File: src/sv/gbi_pkg.sv
package gbi_pkg;

  // fixed field widths
  localparam int unsigned COORD_BITS = 20;
  localparam int unsigned WADDR_BITS = 12;
  localparam int unsigned CFG_BITS   = 13;

  // defaults for the top level parameters
  localparam int unsigned GRID_DEPTH_DEF  = 4096;
  localparam int unsigned SAMPLE_BITS_DEF = 16;
  localparam int unsigned FRAC_BITS_DEF   = 8;

  // row stride after reset
  localparam logic [CFG_BITS-1:0] GRID_WIDTH_RST = 13'd64;

  // request kinds
  localparam logic REQ_WRITE = 1'b0;
  localparam logic REQ_QUERY = 1'b1;

  // controller states
  typedef enum logic [3:0] {
    S_IDLE,
    S_BASE,
    S_CHECK,
    S_RD10,
    S_RD01,
    S_RD11,
    S_LERPB,
    S_BOT,
    S_LERPY,
    S_FINAL
  } state_e;

  // neighbour read select
  typedef enum logic [1:0] {
    RD_A00,
    RD_A10,
    RD_A01,
    RD_A11
  } rd_sel_e;

  // multiplier operand select
  typedef enum logic [1:0] {
    MUL_TOP,
    MUL_BOT,
    MUL_Y
  } mul_sel_e;

  // adder operand select
  typedef enum logic [1:0] {
    ADD_TOP,
    ADD_BOT,
    ADD_RES
  } add_sel_e;

  // controller to datapath commands
  typedef struct packed {
    logic     mem_we;
    logic     load_req;
    logic     calc_base;
    logic     calc_check;
    rd_sel_e  rd_sel;
    logic     cap_s00;
    logic     cap_s01;
    logic     mul_en;
    mul_sel_e mul_sel;
    add_sel_e add_sel;
    logic     top_en;
    logic     bot_en;
    logic     res_en;
  } cmd_t;

  // datapath to controller status
  typedef struct packed {
    logic oor;
  } status_t;

endpackage

File: src/sv/gbi_ctrl.sv
module gbi_ctrl (
  input  logic              clk_i,
  input  logic              rst_ni,
  input  logic              in_valid_i,
  input  logic              in_req_type_i,
  output logic              in_ready_o,
  output logic              out_valid_o,
  input  logic              out_ready_i,
  input  gbi_pkg::status_t  status_i,
  output gbi_pkg::cmd_t     cmd_o
);
  import gbi_pkg::*;

  state_e state_q, state_d;
  logic   out_valid_q, out_valid_d;

  // state and output valid registers
  always_ff @(posedge clk_i or negedge rst_ni) begin
    if (!rst_ni) begin
      state_q     <= S_IDLE;
      out_valid_q <= 1'b0;
    end else begin
      state_q     <= state_d;
      out_valid_q <= out_valid_d;
    end
  end

  // next state and commands
  always_comb begin
    state_d    = state_q;
    in_ready_o = 1'b0;
    cmd_o      = '0;
    cmd_o.rd_sel  = RD_A00;
    cmd_o.mul_sel = MUL_TOP;
    cmd_o.add_sel = ADD_TOP;
    out_valid_d = out_valid_q && !out_ready_i;

    unique case (state_q)
      S_IDLE: begin
        in_ready_o = 1'b1;
        if (in_valid_i) begin
          if (in_req_type_i == REQ_WRITE) begin
            cmd_o.mem_we = 1'b1;
          end else begin
            cmd_o.load_req = 1'b1;
            state_d        = S_BASE;
          end
        end
      end
      S_BASE: begin
        cmd_o.calc_base = 1'b1;
        state_d         = S_CHECK;
      end
      S_CHECK: begin
        cmd_o.calc_check = 1'b1;
        cmd_o.rd_sel     = RD_A00;
        state_d          = status_i.oor ? S_FINAL : S_RD10;
      end
      S_RD10: begin
        cmd_o.cap_s00 = 1'b1;
        cmd_o.rd_sel  = RD_A10;
        state_d       = S_RD01;
      end
      S_RD01: begin
        cmd_o.mul_en  = 1'b1;
        cmd_o.mul_sel = MUL_TOP;
        cmd_o.rd_sel  = RD_A01;
        state_d       = S_RD11;
      end
      S_RD11: begin
        cmd_o.cap_s01 = 1'b1;
        cmd_o.add_sel = ADD_TOP;
        cmd_o.top_en  = 1'b1;
        cmd_o.rd_sel  = RD_A11;
        state_d       = S_LERPB;
      end
      S_LERPB: begin
        cmd_o.mul_en  = 1'b1;
        cmd_o.mul_sel = MUL_BOT;
        state_d       = S_BOT;
      end
      S_BOT: begin
        cmd_o.add_sel = ADD_BOT;
        cmd_o.bot_en  = 1'b1;
        state_d       = S_LERPY;
      end
      S_LERPY: begin
        cmd_o.mul_en  = 1'b1;
        cmd_o.mul_sel = MUL_Y;
        state_d       = S_FINAL;
      end
      S_FINAL: begin
        cmd_o.add_sel = ADD_RES;
        // load the output register once it is free or draining
        if (!out_valid_q || out_ready_i) begin
          cmd_o.res_en = 1'b1;
          out_valid_d  = 1'b1;
          state_d      = S_IDLE;
        end
      end
      default: begin
        state_d = S_IDLE;
      end
    endcase
  end

  assign out_valid_o = out_valid_q;

endmodule

File: config.mk
export PLATFORM = sky130hd
export DESIGN_NAME = gbi_ctrl
export DESIGN_NICKNAME = d
export VERILOG_FILES = /design/src/sv/gbi_pkg.sv /design/src/sv/gbi_ctrl.sv
export SDC_FILE = /design/constraint.sdc
export NUM_CORES = 1
export LEC_CHECK = 0
export BUFFER_PORTS_ARGS = -buffer_cell sky130_fd_sc_hd__buf_4
export CORE_AREA = 2 2 39 41
export DETAILED_ROUTE_END_ITERATION = 8
export DIE_AREA = 0 0 41 43
export GPL_TIMING_DRIVEN = 1
export HOLD_SLACK_MARGIN = 0.03
export PLACE_DENSITY = 0.61
export SYNTH_ARGS = -nofsm -noshare
export SYNTH_HDL_FRONTEND = slang
export SYNTH_SLANG_ARGS = --single-unit
File: constraint.sdc
create_clock -name clk_i -period 1.55 [get_ports clk_i]
set_clock_uncertainty 0.1 [all_clocks]
set_input_delay 0.31 -clock clk_i [delete_from_list [all_inputs] [get_ports clk_i]]
set_output_delay 0.31 -clock clk_i [all_outputs]
set_load 0.01 [all_outputs]
* After elaboration in Yosys (flattened, before gate mapping)
Index checks and enable logic that the tools add are counted.
** Word-level totals
- Register bits after elaboration :: 5
- Input port bits :: 6
- Output and inout bits :: 18
- Logic and storage cells :: 42
** Cells by class
- Equality and inequality tests :: 12
- Multiplexer cells :: 22
- Reduce and logical (&&, ||, !) cells :: 6
** Operators with widths (number)
- case mux 4 bit (10 select lines) :: 1
- == test 4 x 3 -> 1 bit, second input constant :: 4
- 2-to-1 mux 4 bit :: 4
- 2-to-1 mux 1 bit :: 12
- case mux 3 bit (3 select lines) :: 1
- == test 4 x 2 -> 1 bit, second input constant :: 2
- == test 4 bit, second input constant :: 2
- inequality test 2 bit, second input constant :: 3
- case mux 2 bit (3 select lines) :: 1
- == test 4 x 1 -> 1 bit, second input constant :: 1
- zero test 4 bit :: 1
- 2-to-1 mux 2 bit :: 2
- case mux 2 bit (2 select lines) :: 1
- AND reduction 3 bit :: 1
- zero test 1 bit :: 2
- logical AND 1 bit :: 1
- logical OR 1 bit :: 1

* Longest topological paths before layout
- Word-level depth :: 4
- Gate-level depth with buffers :: 4
- Gate-level depth less buffers :: 3

* Worst setup path before layout
No wires, ideal clock.
- Path type :: register to output
- Start point :: reg state_q[3]
- End point :: out cmd_o[3] (netlist bit)
- Arrival :: 1147 ps
- Data required time :: 1140 ps
- Slack :: -7 ps
- Stages on the path, launching flop included :: 5
- Path buffers :: 2
- Cell sequence :: dfrtp_1 > buf_2 > nand2b_1 > nor2_1 > buf_4
** RTL lines
- start: declaration :: line gbi_ctrl.sv:14 : state_e state_q, state_d;
- start signal: assignment :: line gbi_ctrl.sv:23 : state_q <= state_d;
- end: declaration :: line gbi_ctrl.sv:10 : output gbi_pkg::cmd_t cmd_o

==> impl_metrics.csv <==
group,metric,value,unit
run_status,run_status,"finished, violations left",
run_status,violations_in_the_final_reports,"negative setup slack",
timing,setup-tns-final,-2100,ps
timing,maxSlewViolCount,0,
logic_synthesis,post-synth-top-count-cell,"nor2_1",
placed_design,placed_cell_area,603,um2
clock_tree,clkLatencyLatePin,230,ps
logic_synthesis,synthesis.nets,57,
floorplan,io-pin-count,24,
power_and_ir_drop,power.ir.vdd_worst,895,uV
logic_synthesis,yosysTopAreaCellShare,30.3,%
logic_synthesis,compound_cell_area_share_of_the_yosys_netlist,10.0,%
logic_synthesis,number_of_enable_flip_flop_cells_after_synthesis,0,
finish,post_route_cells_drive_above_1_share,69.3,%
logic_synthesis,warnings_synthesis,0,
clock_tree,clock_sinks,5,
finish,design.final.nets,95,
finish,finalNonFillerCells,104,
finish,finish.instance_area,871,um2
timing,worst-slew-pin-transition,225,ps
critical_path,r2r-start,"state_q[2]$_DFFE_PN0P_",
finish,final_util,62.9,%
global_route,vias_in_the_first_global_route,370,
global_route,globalRouteTotalUtil,14.1,%
floorplan,die_area,1760,um2
job,max_cap_viol_count,0,
timing,clock.fmax,0.578,GHz
power_and_ir_drop,p_leak,0.410,nW
drt,drt_pre_antenna_iters,4,
clock_tree,cts-buffers-inserted,3,
critical_path,critical_path_peak_fanout,8,
logic_synthesis,synthFlopType,"dfrtp_1",
clock_tree,path_clk_slew,40,ps
drt,route.detailed.wl_per_inst,13.1,um
drt,route.detailed.drc,0,
critical_path,endpoint_kind,"output port",
logic_synthesis,async_reset_ff_share,100,%
timing,final_min_period_over_clock_period,112,%
floorplan,floorplan.die.height,43,um
logic_synthesis,synth_area,413,um2
logic_synthesis,ys_top_cells_by_area,"dfrtp_1 30%, nor2_1 7.3%, nand2b_1 6.1%, nor3_1 6.1%, buf_6 5.5%",
global_route,pin_count_of_the_biggest_net_entering_global_routing,11,
power_and_ir_drop,total_power,0.00188,W
power_and_ir_drop,power_density_over_the_cells,2160,nW/um2
timing,rsz_0062_raised_after_global_routing,"yes",
global_route,grt_antenna_before_repair,0,
logic_synthesis,synth_area_leader,"dfrtp_1",
timing,report.final.hold_viol_count,0,
timing,finalWorstSetupSlack,-180,ps
drt,routed_wirelength,1.36,mm
critical_path,crit_arrival,1320,ps
global_route,grt_first_pass_wirelength,1.64,mm
finish,layout.filler_cells,110,
logic_synthesis,synth_top_family_by_area,"simple AND/OR/NAND/NOR gates",
critical_path,worstSetupPathType,"reg -> out",
drt,first_iter_violations,12,
worst_hold_path,min-delay-start,"out_ready_i",
logic_synthesis,yosys-mux-area-fraction,2.42,%
finish,area_delta_synth_final,111,%
worst_hold_path,holdCritPathClass,"in -> reg",
finish,diodes,0,
placed_design,gp_congestion,0.644,
clock_tree,htreeDepth,1,
critical_path,worst_setup_path_start_kind,"flop",
logic_synthesis,synth_cells,51,
logic_synthesis,adder_cell_fraction_of_synth_area,0,%
placed_design,port_buffers,23,
floorplan,initial_utilization,29.8,%
logic_synthesis,syn_avg_cell_area,8.10,um2
placed_design,numPlacedInstances,90,
global_route,grt-ovfl-total,0,
finish,ff_latch_area,130,um2
clock_tree,cts_tree,"yes",
floorplan,fp.coreArea,1380,um2
logic_synthesis,xor_xnor_share_of_the_synthesized_area,4.24,%
timing,finalCriticalPeriod,1730,ps
timing,slew-limit-headroom,84.6,%
logic_synthesis,distinct_cell_type_count_after_synthesis,23,
finish,multiInputGateArea,342,um2
timing,finalSetupViolations,17,
drt,vias,476,
logic_synthesis,yosys.area_share.simple,39.7,%
critical_path,cp.required,1140,ps
critical_path,worstSetupStartpoint,"state_q[1]$_DFFE_PN0P_",
drt,antenna_violating_nets_post_route,0,
clock_tree,cts_root_buffer,"clkbuf_4",
logic_synthesis,synth-seq-area-share,30.3,%
clock_tree,cts-root-to-sink-buffers,2,
placed_design,dp_hpwl,730,um
logic_synthesis,synth.ff_latch_count,5,
floorplan,die_width,41,um
floorplan,floorplan.rows,14,
drt,detail_route.vias_per_cell,4.58,
logic_synthesis,synthTopCellsByCount,"8 x nor2_1, 5 x dfrtp_1, 5 x nor3_1",
-- cells in the final DEF, fill, tap and decap left out, types with 2 or more instances in the layout --
cell      count
buf_4        27
buf_6        10
clkbuf_4      3
dfrtp_2       4
nand2_1       4
nand2b_4      2
nor2_1        4
nor2_2        3
nor2b_1       2
nor3_2        2
nor3_4        2
or3b_1        2
-- routing by layer --
| layer | wire length [um] | GRT usage (%) | share of wire [%] |
|---|---|---|---|
| met3 | 69 | 1.57 | 5.1 |
| met1 | 556 | 17.5 | 41 |
| met2 | 737 | 22.2 | 54 |
| met4 | 0 | 8.00 | 0 |
| met5 | 0 | 0 | 0 |
-- through the flow --
stage	setup WS, ps	hold WS [ps]
after floorplan	-7.16	-85.6
after global placement	35.6	11.8
after detailed placement	32.3	13.2
after CTS	-185	263
after global routing	-245	319
final	-180	267
-- final cells by class --
type                    instances  share of cell area (%)
clock buffers                   4                    3.02
inverters                       2                   0.862
multi-input cells              38                    39.2
flip-flops and latches          5                    14.9
well taps                      16                    2.30
repair buffers                 39                    39.7
-- report_power, final --
| part | internal (W) | total [W] | switching (W) | leakage (nW) |
|---|---|---|---|---|
| combinational | 0.000797 | 0.00141 | 0.000616 | 0.335 |
| sequential | 0.000201 | 0.000323 | 0.000122 | 0.0594 |
| clock | 0.0000969 | 0.000143 | 0.0000464 | 0.0150 |
| total | 0.00109 | 0.00188 | 0.000785 | 0.410 |
-- registers in the layout, summed over array words and instances, names as in the netlist --
signal / flops
state_q: 4
out_valid_o: 1
-- critical path: stages (launching register included) --
cell and delay, ps:
dfrtp_2 450, or3b_1 400, a21oi_2 120, buf_4 120
-- repair_timing --
| item | 4_1_cts | 5_1_grt |
|---|---|---|
| resized for setup | 17 | 18 |
| setup endpoints to repair | 17 | 19 |
| endpoints found under the hold margin | 5 | 0 |
| hold buffers | 1 | 0 |
| setup buffers | 5 | 5 |
| pin swaps | 6 | 2 |
-- cell families (layout without fill, tap and decap cells) --
kind of cell	Yosys count	after routing
buf+inv	8	45
compound gates	6	6
xor+xnor	2	2
mux	1	1
flops	5	5
simple gates	29	29
-- worst paths after layout --
check,to,slack (ps),cells past startpoint
max,cmd_o[7],-180,3
min in group asynchronous,state_q[0]$_DFFE_PN0P_,330,2
min reg2reg,out_valid_o$_DFF_PN0_,420,2
min,out_valid_o$_DFF_PN0_,270,3
max in group asynchronous,state_q[3]$_DFFE_PN0P_,910,2
max reg2reg,state_q[3]$_DFFE_PN0P_,60,4
Note: power is estimated with default switching activity, not from simulation.
